### src/rtl/core/c8wh_pkg.sv
// Shared types and constants for the Crap8 word hash.
// No dependencies; used by every module of the block.
`default_nettype none

package c8wh_pkg;

    localparam logic [31:0] MUL_M = 32'h83d2e73b;
    localparam logic [31:0] MUL_N = 32'h97e1cc59;

    // One classified word, as it waits between front and back.
    typedef struct packed {
        logic        first;
        logic        nz;
        logic        last;
        logic [31:0] init_h;
        logic [31:0] init_k;
        logic [31:0] prod_lo;
        logic [31:0] prod_hi;
    } c8wh_entry_t;

    // Queue status seen by both sides.
    typedef struct packed {
        logic full;
        logic empty;
    } c8wh_qstat_t;

endpackage

`default_nettype wire

### src/rtl/core/crap8_word_hash.sv
// Top level of the Crap8 word hash over little-endian 32-bit words.
// Instantiates c8wh_front, c8wh_queue and c8wh_back; uses c8wh_pkg.
`default_nettype none

// Channel   Handshake              Payload
// input     in_valid / in_ready    data_word, valid_bytes, last_word,
//                                  seed_value, total_length
// output    out_valid / out_ready  hash_value
//
// While in_ready is high the front takes one input beat per cycle into a holding
// stage, masks the word and forms word * m there, and pushes the result into a
// short queue. The back mixes one queued word per cycle in BK_MIX while the queue
// is not empty, through the h * m multiplier on its feedback loop; after a last
// word it passes through BK_FOLD for the (h ^ k) * n fold and BK_FIN to load the
// output register. Reset empties the queue and the holding stage and waits for
// the first word of a message. A stalled output holds only the back; the front
// keeps accepting beats until the queue and its holding stage are full.
module crap8_word_hash
#(
    parameter int QUEUE_DEPTH = 2
)
(
    input  wire logic        clk,
    input  wire logic        rst_n,
    input  wire logic        in_valid,
    output logic             in_ready,
    input  wire logic [31:0] data_word,
    input  wire logic [2:0]  valid_bytes,
    input  wire logic        last_word,
    input  wire logic [31:0] seed_value,
    input  wire logic [31:0] total_length,
    output logic             out_valid,
    input  wire logic        out_ready,
    output logic [31:0]      hash_value
);

    c8wh_pkg::c8wh_qstat_t q_stat;
    c8wh_pkg::c8wh_entry_t push_entry;
    c8wh_pkg::c8wh_entry_t head_entry;
    logic                  push;
    logic                  pop;
    logic                  stage_valid;

    c8wh_front u_front
    (
        .clk          (clk),
        .rst_n        (rst_n),
        .in_valid     (in_valid),
        .in_ready     (in_ready),
        .data_word    (data_word),
        .valid_bytes  (valid_bytes),
        .last_word    (last_word),
        .seed_value   (seed_value),
        .total_length (total_length),
        .q_stat       (q_stat),
        .push         (push),
        .push_entry   (push_entry),
        .stage_valid  (stage_valid)
    );

    c8wh_queue
    #(
        .DEPTH (QUEUE_DEPTH)
    )
    u_queue
    (
        .clk        (clk),
        .rst_n      (rst_n),
        .push       (push),
        .push_entry (push_entry),
        .pop        (pop),
        .head_entry (head_entry),
        .q_stat     (q_stat)
    );

    c8wh_back u_back
    (
        .clk        (clk),
        .rst_n      (rst_n),
        .head_entry (head_entry),
        .q_stat     (q_stat),
        .pop        (pop),
        .out_valid  (out_valid),
        .out_ready  (out_ready),
        .hash_value (hash_value)
    );

    // The front never pushes into a full queue.
    a_no_overflow: assert property (@(posedge clk) disable iff (!rst_n)
        !(push && q_stat.full))
        else $error("queue push while full");

    // The back never pops an empty queue.
    a_no_underflow: assert property (@(posedge clk) disable iff (!rst_n)
        !(pop && q_stat.empty))
        else $error("queue pop while empty");

    // An accepted beat is held in the front stage on the next cycle.
    a_stage_loaded: assert property (@(posedge clk) disable iff (!rst_n)
        (in_valid && in_ready) |=> stage_valid)
        else $error("accepted beat not held in front stage");

    // A full front stage with a full queue must stall the input.
    a_stall_full: assert property (@(posedge clk) disable iff (!rst_n)
        (stage_valid && q_stat.full) |-> !in_ready)
        else $error("input ready while front and queue are full");

endmodule

`default_nettype wire

### src/rtl/core/c8wh_front.sv
// Front end of the Crap8 word hash: accepts input beats, masks the word,
// forms word * m and the start values, and pushes them to the queue. Uses c8wh_pkg.
`default_nettype none

module c8wh_front
(
    input  wire logic                  clk,
    input  wire logic                  rst_n,
    input  wire logic                  in_valid,
    output logic                       in_ready,
    input  wire logic [31:0]           data_word,
    input  wire logic [2:0]            valid_bytes,
    input  wire logic                  last_word,
    input  wire logic [31:0]           seed_value,
    input  wire logic [31:0]           total_length,
    input  wire c8wh_pkg::c8wh_qstat_t q_stat,
    output logic                       push,
    output c8wh_pkg::c8wh_entry_t      push_entry,
    output logic                       stage_valid
);

    function automatic logic [31:0] byte_mask(input logic [2:0] n);
        logic [31:0] m;
        case (n)
            3'd0:    m = 32'h0000_0000;
            3'd1:    m = 32'h0000_00ff;
            3'd2:    m = 32'h0000_ffff;
            3'd3:    m = 32'h00ff_ffff;
            default: m = 32'hffff_ffff;
        endcase
        return m;
    endfunction

    logic        st_valid_reg, st_valid_next;
    logic        mid_reg, mid_next;
    logic [31:0] st_word_reg;
    logic        st_nz_reg;
    logic        st_last_reg;
    logic        st_first_reg;
    logic [31:0] st_h_reg;
    logic [31:0] st_k_reg;
    logic        accept;
    logic [63:0] prod;

    assign push     = st_valid_reg && !q_stat.full;
    assign in_ready = !st_valid_reg || !q_stat.full;
    assign accept   = in_valid && in_ready;

    // The first-word flag only depends on the last-word marks seen so far.
    always_comb
    begin
        st_valid_next = st_valid_reg;
        mid_next      = mid_reg;
        if (push)
        begin
            st_valid_next = 1'b0;
        end
        if (accept)
        begin
            st_valid_next = 1'b1;
            mid_next      = !last_word;
        end
    end

    always_ff @(posedge clk or negedge rst_n)
    begin
        if (!rst_n)
        begin
            st_valid_reg <= 1'b0;
            mid_reg      <= 1'b0;
        end
        else
        begin
            st_valid_reg <= st_valid_next;
            mid_reg      <= mid_next;
        end
    end

    always_ff @(posedge clk)
    begin
        if (accept)
        begin
            st_word_reg  <= data_word & byte_mask(valid_bytes);
            st_nz_reg    <= (valid_bytes != 3'd0);
            st_last_reg  <= last_word;
            st_first_reg <= !mid_reg;
            st_h_reg     <= total_length + seed_value;
            st_k_reg     <= c8wh_pkg::MUL_N + total_length;
        end
    end

    assign prod = 64'(st_word_reg) * 64'(c8wh_pkg::MUL_M);

    always_comb
    begin
        push_entry.first   = st_first_reg;
        push_entry.nz      = st_nz_reg;
        push_entry.last    = st_last_reg;
        push_entry.init_h  = st_h_reg;
        push_entry.init_k  = st_k_reg;
        push_entry.prod_lo = prod[31:0];
        push_entry.prod_hi = prod[63:32];
    end

    assign stage_valid = st_valid_reg;

endmodule

`default_nettype wire

### src/rtl/core/c8wh_queue.sv
// Short FIFO of classified words between the front and back of the hash.
// Uses c8wh_pkg for the entry and status types.
`default_nettype none

module c8wh_queue
#(
    parameter int DEPTH = 2
)
(
    input  wire logic                  clk,
    input  wire logic                  rst_n,
    input  wire logic                  push,
    input  wire c8wh_pkg::c8wh_entry_t push_entry,
    input  wire logic                  pop,
    output c8wh_pkg::c8wh_entry_t      head_entry,
    output c8wh_pkg::c8wh_qstat_t      q_stat
);

    localparam int PW = (DEPTH > 1) ? $clog2(DEPTH) : 1;
    localparam int CW = $clog2(DEPTH + 1);

    c8wh_pkg::c8wh_entry_t store_reg [DEPTH];
    logic [PW-1:0] wr_ptr_reg, wr_ptr_next;
    logic [PW-1:0] rd_ptr_reg, rd_ptr_next;
    logic [CW-1:0] count_reg, count_next;

    always_comb
    begin
        wr_ptr_next = wr_ptr_reg;
        rd_ptr_next = rd_ptr_reg;
        count_next  = count_reg;
        if (push)
        begin
            wr_ptr_next = (wr_ptr_reg == PW'(DEPTH - 1)) ? '0 : wr_ptr_reg + 1'b1;
        end
        if (pop)
        begin
            rd_ptr_next = (rd_ptr_reg == PW'(DEPTH - 1)) ? '0 : rd_ptr_reg + 1'b1;
        end
        if (push && !pop)
        begin
            count_next = count_reg + 1'b1;
        end
        else if (pop && !push)
        begin
            count_next = count_reg - 1'b1;
        end
    end

    always_ff @(posedge clk or negedge rst_n)
    begin
        if (!rst_n)
        begin
            wr_ptr_reg <= '0;
            rd_ptr_reg <= '0;
            count_reg  <= '0;
        end
        else
        begin
            wr_ptr_reg <= wr_ptr_next;
            rd_ptr_reg <= rd_ptr_next;
            count_reg  <= count_next;
        end
    end

    always_ff @(posedge clk)
    begin
        if (push)
        begin
            store_reg[wr_ptr_reg] <= push_entry;
        end
    end

    assign head_entry   = store_reg[rd_ptr_reg];
    assign q_stat.full  = (count_reg == CW'(DEPTH));
    assign q_stat.empty = (count_reg == '0);

endmodule

`default_nettype wire

### src/rtl/core/c8wh_back.sv
// Back end of the Crap8 word hash: mixes queued words into h and k,
// runs the final fold and holds the result beat. Uses c8wh_pkg.
`default_nettype none

module c8wh_back
(
    input  wire logic                  clk,
    input  wire logic                  rst_n,
    input  wire c8wh_pkg::c8wh_entry_t head_entry,
    input  wire c8wh_pkg::c8wh_qstat_t q_stat,
    output logic                       pop,
    output logic                       out_valid,
    input  wire logic                  out_ready,
    output logic [31:0]                hash_value
);

    typedef enum logic [2:0] {
        BK_MIX  = 3'b001,
        BK_FOLD = 3'b010,
        BK_FIN  = 3'b100
    } bk_state_t;

    bk_state_t   state_reg, state_next;
    logic [31:0] h_reg, h_next;
    logic [31:0] k_reg, k_next;
    logic [63:0] fold_reg;
    logic        out_valid_reg, out_valid_next;
    logic [31:0] hash_reg;
    logic        load_out;
    logic [31:0] base_h;
    logic [31:0] base_k;
    logic [31:0] hm;
    logic [63:0] fold_prod;

    assign base_h    = head_entry.first ? head_entry.init_h : h_reg;
    assign base_k    = head_entry.first ? head_entry.init_k : k_reg;
    assign hm        = base_h * c8wh_pkg::MUL_M;
    assign fold_prod = 64'(h_reg ^ k_reg) * 64'(c8wh_pkg::MUL_N);

    always_comb
    begin
        state_next     = state_reg;
        h_next         = h_reg;
        k_next         = k_reg;
        pop            = 1'b0;
        load_out       = 1'b0;
        out_valid_next = out_valid_reg && !out_ready;
        case (state_reg)
            BK_MIX:
            begin
                if (!q_stat.empty)
                begin
                    pop = 1'b1;
                    if (head_entry.nz)
                    begin
                        h_next = hm ^ head_entry.prod_hi;
                        k_next = base_k ^ head_entry.prod_lo;
                    end
                    else
                    begin
                        h_next = base_h;
                        k_next = base_k;
                    end
                    if (head_entry.last)
                    begin
                        state_next = BK_FOLD;
                    end
                end
            end
            BK_FOLD:
            begin
                state_next = BK_FIN;
            end
            BK_FIN:
            begin
                if (!out_valid_reg || out_ready)
                begin
                    load_out       = 1'b1;
                    out_valid_next = 1'b1;
                    k_next         = k_reg ^ fold_reg[31:0] ^ fold_reg[63:32];
                    state_next     = BK_MIX;
                end
            end
            default:
            begin
                state_next = BK_MIX;
            end
        endcase
    end

    always_ff @(posedge clk or negedge rst_n)
    begin
        if (!rst_n)
        begin
            state_reg     <= BK_MIX;
            h_reg         <= '0;
            k_reg         <= '0;
            out_valid_reg <= 1'b0;
        end
        else
        begin
            state_reg     <= state_next;
            h_reg         <= h_next;
            k_reg         <= k_next;
            out_valid_reg <= out_valid_next;
        end
    end

    always_ff @(posedge clk)
    begin
        if (state_reg == BK_FOLD)
        begin
            fold_reg <= fold_prod;
        end
        if (load_out)
        begin
            hash_reg <= k_next;
        end
    end

    assign out_valid  = out_valid_reg;
    assign hash_value = hash_reg;

endmodule

`default_nettype wire
### config.mk
export PLATFORM = sky130hd
export DESIGN_NAME = crap8_word_hash
export DESIGN_NICKNAME = d
export VERILOG_FILES = /design/src/rtl/core/c8wh_pkg.sv /design/src/rtl/core/crap8_word_hash.sv /design/src/rtl/core/c8wh_front.sv /design/src/rtl/core/c8wh_queue.sv /design/src/rtl/core/c8wh_back.sv
export SDC_FILE = /design/constraint.sdc
export NUM_CORES = 2
export LEC_CHECK = 0
export BUFFER_PORTS_ARGS = -buffer_cell sky130_fd_sc_hd__buf_2
export CELL_PAD_IN_SITES_DETAIL_PLACEMENT = 2
export CELL_PAD_IN_SITES_GLOBAL_PLACEMENT = 2
export CORE_ASPECT_RATIO = 0.7
export CORE_MARGIN = 2
export CORE_UTILIZATION = 32
export DETAILED_ROUTE_END_ITERATION = 10
export PLACE_DENSITY_LB_ADDON = 0.15
export SLEW_MARGIN = 15
export SYNTH_ARGS = -nofsm -noshare
export SYNTH_HDL_FRONTEND = slang
export SYNTH_SLANG_ARGS = --single-unit
### constraint.sdc
create_clock -name clk -period 10.9 [get_ports clk]
set_clock_uncertainty 0.1 [all_clocks]
set_input_delay 0.545 -clock clk [delete_from_list [all_inputs] [get_ports clk]]
set_output_delay 0.545 -clock clk [all_outputs]
set_load 0.03 [all_outputs]
==> impl_metrics.json <==
{
  "post_cts_buffers": 0,
  "clock-sinks": 531,
  "ys.flop_type": "edfxtp_1",
  "syn_to_final_growth_pct": 10.2,
  "netlist-cell-type-count": 90,
  "syn_nets": 8412,
  "seq_area_mm2": 0.0156,
  "worst_pin_slew_ns": 1.25,
  "crit_end": "u_back.h_reg[29]$_DFFE_PN0P_",
  "synthArstFlopShare_pct": 13.9,
  "crit_family": "adder cells",
  "clkLatencyLatePin_ns": 0.69,
  "arrival_ns": 9.68,
  "cts.htree.levels": 3,
  "grt.total_usage_pct": 22.9,
  "viasPerCell": 4.87,
  "grt_pass1_wl_mm": 362,
  "io_pins": 138,
  "r2r_cells": 27,
  "syn_area_mm2": 0.0685,
  "cts_tree": "built",
  "worstPathRequired_ns": 11.31,
  "period_needed_ns": 9.27,
  "path_depth": 27,
  "rrSetupSlack_ns": 1.63,
  "slew_headroom_pct": 14.5,
  "critical_path_class": "reg2reg",
  "yosys.area_share.xor_xnor_pct": 4.74,
  "worstPathMaxFanout": 91,
  "ys_seq_area_share_pct": 22.7,
  "synth_area_leaders": "fa_1, edfxtp_1, ha_1, inv_1, xnor2_1",
  "layout_common_cells": "inv_1, fa_1, ha_1, edfxtp_1, xnor2_1",
  "finalSetupViolCount": 0,
  "synth_top_cell_by_area": "fa_1",
  "cts_buffers": 67,
  "die-area_mm2": 0.218,
  "ys_ff_latch": 531,
  "ys_warn_count": 0,
  "hold_violations": 0,
  "largest_reg_flops": 262,
  "grt_pass1_vias": 51500,
  "nets": 8613,
  "first_pass_iters": 5,
  "syn_inst": 6244,
  "wire_per_inst_um": 26.1,
  "route.detailed.drc": 0,
  "gp_congestion": 0.902,
  "slowest_delay_ns": 0.71,
  "r2r-start": "u_queue.rd_ptr_reg$_DFFE_PN0P_",
  "drive_above_1_share_pct": 5.92,
  "clkTransAtPathRegs_ns": 0.06,
  "critPathLaunchType": "flop",
  "cts_root_buf": "clkbuf_16",
  "clk_path_buf_depth": 3,
  "dp.final_hpwl_mm": 212,
  "place_area_mm2": 0.0731,
  "drtIter0Drc": 2635,
  "dpl_worst_slack_ns": 1.77,
  "worst_r2r_endpoint": "u_back.h_reg[29]$_DFFE_PN0P_",
  "crit_start": "u_queue.rd_ptr_reg$_DFFE_PN0P_",
  "synth_mux_area_share_pct": 2.02,
  "syn_area_per_cell_um2": 11.0,
  "status": "finished, final reports clean",
  "setup_tns_ns": 0,
  "synth-edff-count": 457,
  "synth_top_family_by_area": "adder cells",
  "synthSimpleGateAreaFrac_pct": 4.88,
  "setup_slack_ns": 1.63,
  "die_w_um": 557,
  "antenna_left": 0,
  "maxCapViolCount": 0,
  "timing.final.crit_share_pct": 85.1,
  "grt_max_degree": 118,
  "final_common_cell": "inv_1",
  "drt_wl_total_mm": 245,
  "start_util_pct": 32.1,
  "dieHeight_um": 391,
  "clock.fmax_mhz": 108,
  "grt_overflow": 0,
  "final_max_slew_viol_count": 0,
  "final_cell_area_mm2": 0.0754,
  "slowest_stage": "mux2i_1",
  "hp-class": "in2reg",
  "synth-compound-area-share_pct": 7.25,
  "endpoint_kind": "flop",
  "rsz0062_at_grt": "false",
  "critPathBufInv": 6,
  "multiInputGateArea_mm2": 0.0466,
  "vias": 45700,
  "core_mm2": 0.213,
  "num_rows": 142,
  "antenna_found_initial": 18,
  "synth-adder-area-share_pct": 49.1,
  "synthDominantCellAreaShare_pct": 30.4,
  "port_buffers": 137,
  "nFillCells": 22700
}
-- area by class of cell --
class	count	share of cell area, %
Timing Repair Buffer	226	1.86
Clock inverter	39	0.599
Inverter	1580	7.87
Sequential cell	531	20.7
Antenna cell	5	0.0166
Tap cell	2880	4.78
Clock buffer	84	2.39
Multi-Input combinational cell	4039	61.8
-- routing by layer --
metal	wire length, um	track usage [%]	up-vias
met1	130000	37.0	24300
met5	0	0	-
met2	100000	32.6	756
met3	11700	3.48	103
li1	-	-	20500
met4	2450	2.54	0
-- cells by family after synthesis --
family / Yosys count
XOR/XNOR: 369
adder cells (fa/ha/maj): 2064
AO/OA/AOI/OAI: 771
buffers and inverters: 1674
AND/OR/NAND/NOR: 697
flip-flops: 531
multiplexers: 138
-- synth_stat cells, types with 22 or more instances --
cell and instances:
edfxtp_1 457, dfrtp_1 73, o211ai_1 49, mux2i_1 137
nor2b_1 46, xor2_1 145, ha_1 1025, a21o_1 80
nand2b_1 28, xnor2_1 223, buf_2 26, nor3_1 27
a211oi_1 27, and3_1 30, o21a_1 37, clkbuf_1 58
a21oi_1 215, nand3_1 71, fa_1 1039, nand2_1 176
o21ai_0 176, inv_1 1578, o21bai_1 22, nor2_1 219
-- worst reg2reg max path: cells and delay by family (launching register included) --
| family | cells | cell delay [ns] |
|---|---|---|
| compound gates | 7 | 1.95 |
| xor+xnor | 1 | 0.15 |
| flops | 1 | 0.62 |
| mux | 1 | 0.82 |
| simple gates | 3 | 0.77 |
| fa+ha+maj | 9 | 3.50 |
| buf+inv | 6 | 1.20 |
-- through the flow --
stage,std cells,util (%),hold WS [ns]
2_1_floorplan,6244,-,0.149
3_3_place_gp,9248,34.3,0.325
3_5_place_dp,9248,34.3,0.338
4_1_cts,9379,35.3,0.00438
5_1_grt,9379,35.3,0.0329
6_report,9384,35.4,0.0523
-- worst min-delay path by stage --
stage,start,end,cells past startpoint
6_report,data_word[9],u_front.st_word_reg[9]$_DFFE_PP_,2
2_1_floorplan,rst_n,u_back.h_reg[0]$_DFFE_PN0P_,0
5_1_grt,data_word[7],u_front.st_word_reg[7]$_DFFE_PP_,2
3_5_place_dp,u_front.st_h_reg[28]$_DFFE_PP_,u_queue.store_reg[1][124]$_DFFE_PP_,0
3_3_place_gp,u_front.st_h_reg[26]$_DFFE_PP_,u_queue.store_reg[0][122]$_DFFE_PP_,0
4_1_cts,data_word[9],u_front.st_word_reg[9]$_DFFE_PP_,2
-- repair_timing --
item                                   in CTS  in global routing
resized for setup                           0                  0
endpoints found under the hold margin      31                  0
hold buffers                                8                  0
Power is left out: the tool's default activity adds up to more than one toggle a clock period on the data nets, which glitch-free logic cannot reach.
